===== src/ncc_pkg.sv =====
`timescale 1ns / 1ps
// ----------------------------------------------------------------------------
// ncc_pkg
// Types and constants shared by the nearest-centroid classifier modules.
// ----------------------------------------------------------------------------
package ncc_pkg;

  localparam int CompW      = 16;
  localparam int SlotW      = 5;
  localparam int IndexW     = 5;
  localparam int ScoreW     = 33;
  localparam int NumPlatesW = 6;
  localparam int ProdW      = 2 * CompW;

  localparam logic [NumPlatesW-1:0] NumPlatesRst = NumPlatesW'(1);

  // -2.0 in Q2.30
  localparam logic signed [ScoreW-1:0] StartScore = -33'sd2147483648;

  typedef enum logic {
    OpLoad     = 1'b0,
    OpClassify = 1'b1
  } op_e;

  typedef logic signed [CompW-1:0] comp_t;

  typedef struct packed {
    comp_t x;
    comp_t y;
    comp_t z;
  } vec_t;

  // Tag that travels with each table read through the dot pipeline.
  typedef struct packed {
    logic vld;
    logic first;
    logic last;
  } tag_t;

endpackage


===== src/ncc_table.sv =====
`timescale 1ns / 1ps
// ----------------------------------------------------------------------------
// ncc_table
// Centroid store: one write port, one read port with registered read data.
// ----------------------------------------------------------------------------
module ncc_table #(
  parameter int Depth = 32,
  parameter int AddrW = 5
) (
  input  logic               clk_i,
  input  logic               we_i,
  input  logic [AddrW-1:0]   waddr_i,
  input  ncc_pkg::vec_t      wdata_i,
  input  logic [AddrW-1:0]   raddr_i,
  output ncc_pkg::vec_t      rdata_o
);
  import ncc_pkg::*;

  vec_t mem_q [Depth];
  vec_t rdata_q;

  always_ff @(posedge clk_i) begin
    if (we_i) begin
      mem_q[waddr_i] <= wdata_i;
    end
    rdata_q <= mem_q[raddr_i];
  end

  assign rdata_o = rdata_q;

endmodule


===== src/ncc_dot_unit.sv =====
`timescale 1ns / 1ps
// ----------------------------------------------------------------------------
// ncc_dot_unit
// Shared dot-product and compare unit: products stage, then sum and
// running-max update. Flags done once the last candidate is folded in.
// ----------------------------------------------------------------------------
module ncc_dot_unit #(
  parameter int IdxW = 5
) (
  input  logic                           clk_i,
  input  logic                           rst_ni,
  input  ncc_pkg::vec_t                  query_i,
  input  ncc_pkg::vec_t                  cent_i,
  input  ncc_pkg::tag_t                  tag_i,
  input  logic [IdxW-1:0]                idx_i,
  output logic                           done_o,
  output logic [ncc_pkg::IndexW-1:0]     plate_index_o,
  output logic signed [ncc_pkg::ScoreW-1:0] best_score_o
);
  import ncc_pkg::*;

  tag_t                     tag_q;
  logic [IdxW-1:0]          idx_q;
  logic signed [ProdW-1:0]  px_q, py_q, pz_q;

  logic signed [ScoreW-1:0] dot;
  logic signed [ScoreW-1:0] base;
  logic signed [ScoreW-1:0] best_q, best_d;
  logic [IdxW-1:0]          best_idx_q, best_idx_d;
  logic                     done_q;

  always_ff @(posedge clk_i or negedge rst_ni) begin
    if (!rst_ni) begin
      tag_q  <= '0;
      done_q <= 1'b0;
    end else begin
      tag_q  <= tag_i;
      done_q <= tag_q.vld & tag_q.last;
    end
  end

  always_ff @(posedge clk_i) begin
    idx_q <= idx_i;
    px_q  <= query_i.x * cent_i.x;
    py_q  <= query_i.y * cent_i.y;
    pz_q  <= query_i.z * cent_i.z;
    if (tag_q.vld) begin
      best_q     <= best_d;
      best_idx_q <= best_idx_d;
    end
  end

  always_comb begin
    dot        = ScoreW'(px_q) + ScoreW'(py_q) + ScoreW'(pz_q);
    base       = tag_q.first ? StartScore : best_q;
    best_d     = base;
    best_idx_d = tag_q.first ? '0 : best_idx_q;
    if (dot > base) begin
      best_d     = dot;
      best_idx_d = idx_q;
    end
  end

  assign done_o        = done_q;
  assign plate_index_o = IndexW'(best_idx_q);
  assign best_score_o  = best_q;

endmodule


===== src/ncc_seq.sv =====
`timescale 1ns / 1ps
// ----------------------------------------------------------------------------
// ncc_seq
// Sequencer: takes commands, issues one table read per cycle during a
// search and waits for the dot unit to finish.
// ----------------------------------------------------------------------------
module ncc_seq #(
  parameter int MaxPlates = 32,
  parameter int IdxW      = 5
) (
  input  logic                              clk_i,
  input  logic                              rst_ni,
  input  logic                              start_i,
  input  logic                              classify_i,
  input  ncc_pkg::vec_t                     vec_i,
  input  logic [ncc_pkg::NumPlatesW-1:0]    num_plates_i,
  input  logic                              done_i,
  output logic                              busy_o,
  output ncc_pkg::vec_t                     query_o,
  output logic [IdxW-1:0]                   raddr_o,
  output ncc_pkg::tag_t                     tag_o,
  output logic [IdxW-1:0]                   idx_o
);
  import ncc_pkg::*;

  localparam int CntW = $clog2(MaxPlates + 1);
  localparam int NW   = (CntW > NumPlatesW) ? CntW : NumPlatesW;

  typedef enum logic [1:0] {
    SIdle,
    SScan,
    SWait
  } state_e;

  state_e          state_q;
  vec_t            query_q;
  logic [IdxW-1:0] rd_idx_q;
  logic [IdxW-1:0] last_q;
  logic [IdxW-1:0] last_d;
  tag_t            tag_q;
  tag_t            tag_d;
  logic [IdxW-1:0] idx_q;
  logic [NW-1:0]   cnt;

  always_comb begin
    cnt = NW'(num_plates_i);
    if (cnt == '0) begin
      cnt = NW'(1);
    end else if (cnt > NW'(MaxPlates)) begin
      cnt = NW'(MaxPlates);
    end
    last_d = IdxW'(cnt - NW'(1));
  end

  always_comb begin
    tag_d = '0;
    if (state_q == SScan) begin
      tag_d.vld   = 1'b1;
      tag_d.first = (rd_idx_q == '0);
      tag_d.last  = (rd_idx_q == last_q);
    end
  end

  always_ff @(posedge clk_i or negedge rst_ni) begin
    if (!rst_ni) begin
      state_q  <= SIdle;
      tag_q    <= '0;
      rd_idx_q <= '0;
      last_q   <= '0;
    end else begin
      tag_q <= tag_d;
      case (state_q)
        SIdle: begin
          if (start_i && classify_i) begin
            last_q   <= last_d;
            rd_idx_q <= '0;
            state_q  <= SScan;
          end
        end
        SScan: begin
          if (rd_idx_q == last_q) begin
            state_q <= SWait;
          end else begin
            rd_idx_q <= rd_idx_q + IdxW'(1);
          end
        end
        SWait: begin
          if (done_i) begin
            state_q <= SIdle;
          end
        end
        default: state_q <= SIdle;
      endcase
    end
  end

  always_ff @(posedge clk_i) begin
    idx_q <= rd_idx_q;
    if (state_q == SIdle && start_i && classify_i) begin
      query_q <= vec_i;
    end
  end

  assign busy_o  = (state_q != SIdle);
  assign query_o = query_q;
  assign raddr_o = rd_idx_q;
  assign tag_o   = tag_q;
  assign idx_o   = idx_q;

endmodule


===== src/nearest_centroid_classifier_unit.sv =====
`timescale 1ns / 1ps
// ----------------------------------------------------------------------------
// nearest_centroid_classifier_unit
// Max-dot-product search over a table of Q1.15 centroids; returns the
// winning slot and its Q2.30 score.
// ----------------------------------------------------------------------------
//  channel  | handshake                   | word
//  command  | start, busy                 | operation, slot, vec_x/y/z
//  config   | cfg_valid_i, cfg_ready_o    | cfg_data_i (num_plates)
//  result   | done_o strobe, no backpres. | plate_index_o, best_score_o
//
//  Load: busy stays low, no result.
//  Classify: busy while the searched plates are scanned, with one table
//  read per cycle through the single dot/compare unit.
//  done_o is high for one cycle, in the last busy cycle.
//  Reset clears control and num_plates (to 1); the table is not cleared.
// ----------------------------------------------------------------------------
module nearest_centroid_classifier_unit #(
  parameter int MAX_PLATES = 32
) (
  input  logic                                 clk_i,
  input  logic                                 rst_ni,
  input  logic                                 start,
  output logic                                 busy,
  input  logic                                 operation_i,
  input  logic [ncc_pkg::SlotW-1:0]            slot_i,
  input  logic signed [ncc_pkg::CompW-1:0]     vec_x_i,
  input  logic signed [ncc_pkg::CompW-1:0]     vec_y_i,
  input  logic signed [ncc_pkg::CompW-1:0]     vec_z_i,
  input  logic                                 cfg_valid_i,
  output logic                                 cfg_ready_o,
  input  logic [ncc_pkg::NumPlatesW-1:0]       cfg_data_i,
  output logic                                 done_o,
  output logic [ncc_pkg::IndexW-1:0]           plate_index_o,
  output logic signed [ncc_pkg::ScoreW-1:0]    best_score_o
);
  import ncc_pkg::*;

  localparam int AW = (MAX_PLATES > 1) ? $clog2(MAX_PLATES) : 1;

  logic [NumPlatesW-1:0] num_plates_q;
  logic                  accept;
  logic                  classify;
  logic                  we;
  vec_t                  vec_in;
  vec_t                  query;
  vec_t                  cent;
  logic [AW-1:0]         raddr;
  tag_t                  tag;
  logic [AW-1:0]         idx;
  logic                  done;

  assign accept   = start && !busy;
  assign classify = (op_e'(operation_i) == OpClassify);
  assign we       = accept && !classify && (32'(slot_i) < 32'(MAX_PLATES));
  assign vec_in   = '{x: vec_x_i, y: vec_y_i, z: vec_z_i};
  assign cfg_ready_o = 1'b1;

  always_ff @(posedge clk_i or negedge rst_ni) begin
    if (!rst_ni) begin
      num_plates_q <= NumPlatesRst;
    end else if (cfg_valid_i && cfg_ready_o) begin
      num_plates_q <= cfg_data_i;
    end
  end

  ncc_seq #(
    .MaxPlates (MAX_PLATES),
    .IdxW      (AW)
  ) u_seq (
    .clk_i        (clk_i),
    .rst_ni       (rst_ni),
    .start_i      (accept),
    .classify_i   (classify),
    .vec_i        (vec_in),
    .num_plates_i (num_plates_q),
    .done_i       (done),
    .busy_o       (busy),
    .query_o      (query),
    .raddr_o      (raddr),
    .tag_o        (tag),
    .idx_o        (idx)
  );

  ncc_table #(
    .Depth (MAX_PLATES),
    .AddrW (AW)
  ) u_table (
    .clk_i   (clk_i),
    .we_i    (we),
    .waddr_i (AW'(slot_i)),
    .wdata_i (vec_in),
    .raddr_i (raddr),
    .rdata_o (cent)
  );

  ncc_dot_unit #(
    .IdxW (AW)
  ) u_dot (
    .clk_i         (clk_i),
    .rst_ni        (rst_ni),
    .query_i       (query),
    .cent_i        (cent),
    .tag_i         (tag),
    .idx_i         (idx),
    .done_o        (done),
    .plate_index_o (plate_index_o),
    .best_score_o  (best_score_o)
  );

  assign done_o = done;

endmodule


===== config.mk =====
export PLATFORM = sky130hd
export DESIGN_NAME = nearest_centroid_classifier_unit
export DESIGN_NICKNAME = d
export VERILOG_FILES = /design/src/ncc_pkg.sv /design/src/ncc_table.sv /design/src/ncc_dot_unit.sv /design/src/ncc_seq.sv /design/src/nearest_centroid_classifier_unit.sv
export SDC_FILE = /design/constraint.sdc
export NUM_CORES = 2
export LEC_CHECK = 0
export ABC_AREA = 1
export BUFFER_PORTS_ARGS = -buffer_cell sky130_fd_sc_hd__buf_2
export CORE_ASPECT_RATIO = 1.1
export CORE_MARGIN = 1.5
export CORE_UTILIZATION = 60
export DETAILED_ROUTE_END_ITERATION = 10
export GPL_TIMING_DRIVEN = 0
export PLACE_DENSITY_LB_ADDON = 0.05
export SETUP_SLACK_MARGIN = 0.02
export SLEW_MARGIN = 40
export SYNTH_ARGS = -nofsm -noshare
export SYNTH_HDL_FRONTEND = slang
export SYNTH_SLANG_ARGS = --single-unit

===== constraint.sdc =====
create_clock -name clk_i -period 6.9 [get_ports clk_i]
set_input_delay 2.07 -clock clk_i [delete_from_list [all_inputs] [get_ports clk_i]]
set_output_delay 2.07 -clock clk_i [all_outputs]
set_load 0.01 [all_outputs]

==> impl_metrics.toml <==
[run_status]
status = "finished clean"

[sta]
max_slew.worst_pin.slew_ns = 0.944
layout_min_cycle_time_ns = 6.66
fin_crit_sh_pct = 96.6
slew_violations = 0
setup_violations = 0
skew_ns = 0.0601
max_freq_mhz = 150
slew-limit-headroom_pct = 37.1
hold_viol = 0
grt_setup_unrepaired = "true"

[synth]
synth_edf_count = 1622
synth.net_count = 10104
yosys.area.top_type = "edfxtp_1"
netlist_instances = 8910
synth_seq_cells = 1801
synth.cell_area_um2 = 99300
synth.area.top_cells = "edfxtp_1 49%, fa_1 17%, inv_1 5.2%, nand2_1 4.7%, o21ai_0 4.2%"
syn_avg_cell_area_um2 = 11.1
synth_cell_type_count = 51
synth_ff_type = "edfxtp_1"
synth_top_area_share_pct = 49.0
yosys_warnings = 0
ys_seq_area_share_pct = 52.8
synth-async-reset-ratio_pct = 1.39

[worst_setup_path]
reg2reg_depth = 20
startpoint_type = "flop"
worst-path-buf-inv = 4
cpMostUsedCell = "fa_1"
path_cells = "clkbuf_2 > nand2_1 > fa_1 > fa_1 > fa_1 > inv_1 > fa_1 > fa_1 > inv_1 > fa_1 > inv_1 > ha_1 > a21oi_1 > o21ai_0 > a21oi_1 > o21ai_0 > a21boi_1 > o21ai_0 > a21oi_1 > xnor2_1"
critPathArrivalTime_ns = 7.40
worst-path-stages = 20
cpMaxStageDelayCell = "edfxtp_1"
cp_max_fo = 10
reg2reg_slack_ns = 0.24
criticalPathCategory = "flop to flop"
crit_start = "u_seq.query_o[27]"
crit_required_ns = 7.63
timing.rr.end = "u_dot.py_q[24]"
crit_path_max_incr_delay_ns = 0.67
worstSetupEndpointType = "flop"
critPathTopFamily = "adder cells"
rr_startpoint = "u_seq.query_o[27]"

[final_layout]
layout_commonest_cell = "edfxtp_1"
final_nets = 10483
syn_to_final_growth_pct = 11.4
stdcell_count = 11655
drive_above_1_share_pct = 6.82
final_cell_mix = "1,622 x edfxtp_1, 1,377 x inv_1, 1,232 x nand2_1"

[die]
die_height_um = 430
die_w_um = 391
rows = 156
core_area_um2 = 164000
pin_count = 105
dieArea_um2 = 168000
start_util_pct = 60.4

[global_route]
antenna_found_initial = 20
grt_pass1_wl_um = 452000
overflow = 0
grt_usage_pct = 37.2
first_global_vias = 70474
grt_max_degree = 35

[clocking]
clk_pin_slew_ns = 0.06
cts_root_buffer = "clkbuf_16"
cts_tree = "done"
clock_latency_ns = 0.86
hold_buffers = 0
htreeDepth = 4
clock_sinks = 1801
cts_buffer_depth = 3
cts_buffers = 177

[drt]
wl_met1_um = 112000
wl_um = 311000
ant_nets = 0
vias = 69430
via_per_inst = 5.96
drt-pass1-iter-count = 8
wl_met3_um = 28900
routed-wl-met2_um = 151000
drc = 0
routedWlPerCell_um = 26.7
drt_iter0_drc = 7428
topRoutingLayerUsed = "met5"

[min_path]
min_path_type = "flop to flop"
worstHoldStart = "u_seq.idx_o[3]"
holdPathEnd = "u_dot.idx_q[3]"
hold_path_depth = 0

[place]
gp_congestion = 0.968
dp.cells = 11336
io_buffers = 103
hpwl_um = 234000

[flow_run]
drv_cap = 0
-- kinds of logic after synthesis --
kind of cell,after synthesis,synth area share (%)
adder cells (fa/ha/maj),1130,20.4
flip-flops,1801,52.8
multiplexers,1,0.0113
buffers and inverters,1876,7.12
other,1,0.00377
XOR/XNOR,146,1.29
AND/OR/NAND/NOR,2335,9.12
AO/OA/AOI/OAI,1620,9.27
-- through the flow --
| step | instance area (um2) | util [%] | setup slack [ns] | TNS, ns | hold slack (ns) |
|---|---|---|---|---|---|
| final | 111000 | 67.4 | 0.236 | 0 | 0.328 |
| after global routing | 111000 | 67.3 | 0.0161 | 0 | 0.329 |
| after CTS | 111000 | 67.3 | 0.0227 | 0 | 0.328 |
| after detailed placement | 105000 | 63.9 | -0.348 | -1.58 | 0.313 |
| after global placement | 103000 | 62.4 | -1.44 | -1321.71 | 0.313 |
| after floorplan | 99300 | - | 1.23 | 0 | 0.310 |
-- routing by layer --
layer / track usage [%] / up-vias
met4: 21.2 / 8
met3: 6.88 / 895
met5: 0 / -
met2: 61.7 / 3797
met1: 46.0 / 34403
li1: - / 30327
-- worst max-delay path by stage --
stage                            end
2_1_floorplan         u_dot.px_q[30]
3_3_place_gp   u_table.mem_q[10][24]
3_5_place_dp          u_dot.px_q[31]
4_1_cts               u_dot.py_q[24]
5_1_grt               u_dot.py_q[24]
6_report              u_dot.py_q[24]
-- Yosys cell counts (2+ instances only) --
cell / n
a41oi_1: 3
nor3_1: 15
xor2_1: 79
nand2_2: 3
a221oi_1: 49
nand4_1: 9
o21a_1: 4
dfrtp_1: 24
a31oi_1: 10
nand3_2: 3
buf_1: 17
nand2_1: 1232
o211ai_1: 9
a211oi_1: 52
inv_2: 2
a21oi_1: 195
a21o_1: 7
o21ai_0: 840
inv_1: 1377
o211a_1: 2
nor2_1: 920
clkbuf_1: 462
a21boi_0: 4
clkinv_1: 2
or2_2: 14
fa_1: 819
a22o_1: 45
dfxtp_1: 154
buf_2: 13
nand3_1: 129
o22ai_1: 385
buf_6: 2
ha_1: 311
o221ai_1: 3
xnor2_1: 67
nor4_1: 7
o21bai_1: 6
edfxtp_1: 1622
-- registers in the layout, summed over array words and instances, names as in the netlist --
signal and cells:
u_seq.state_q 2, u_dot.plate_index_o 5, u_seq.raddr_o 5, u_dot.best_score_o 33, u_dot.py_q 32, u_dot.tag_q 3
u_dot.idx_q 5, u_seq.idx_o 5, u_seq.tag_o 3, u_dot.px_q 32, u_table.rdata_o 48, num_plates_q 6
u_table.mem_q 1536, u_seq.query_o 48, u_seq.last_q 5, u_dot.pz_q 32, u_dot.done_o 1
-- repair_timing --
action                                  4_1_cts  5_1_grt
gates resized for setup                      20       82
endpoints found under the setup margin       13       22
buffers inserted                              0        9
endpoints found under the hold margin         0        0
-- area by class of cell --
class                      count  area [um2]
fill                       12665       53600
sequential                  1801       52400
multi-input combinational   5233       40100
inverter                    1381        5180
clock buffer                 231        4680
tap                         2212        2770
timing repair buffer         223        2690
buffer                       472        1930
clock inverter                94         877
antenna                        8        20.0
Power is left out: the tool's default activity adds up to more than one toggle a clock period on the data nets, which glitch-free logic cannot reach.
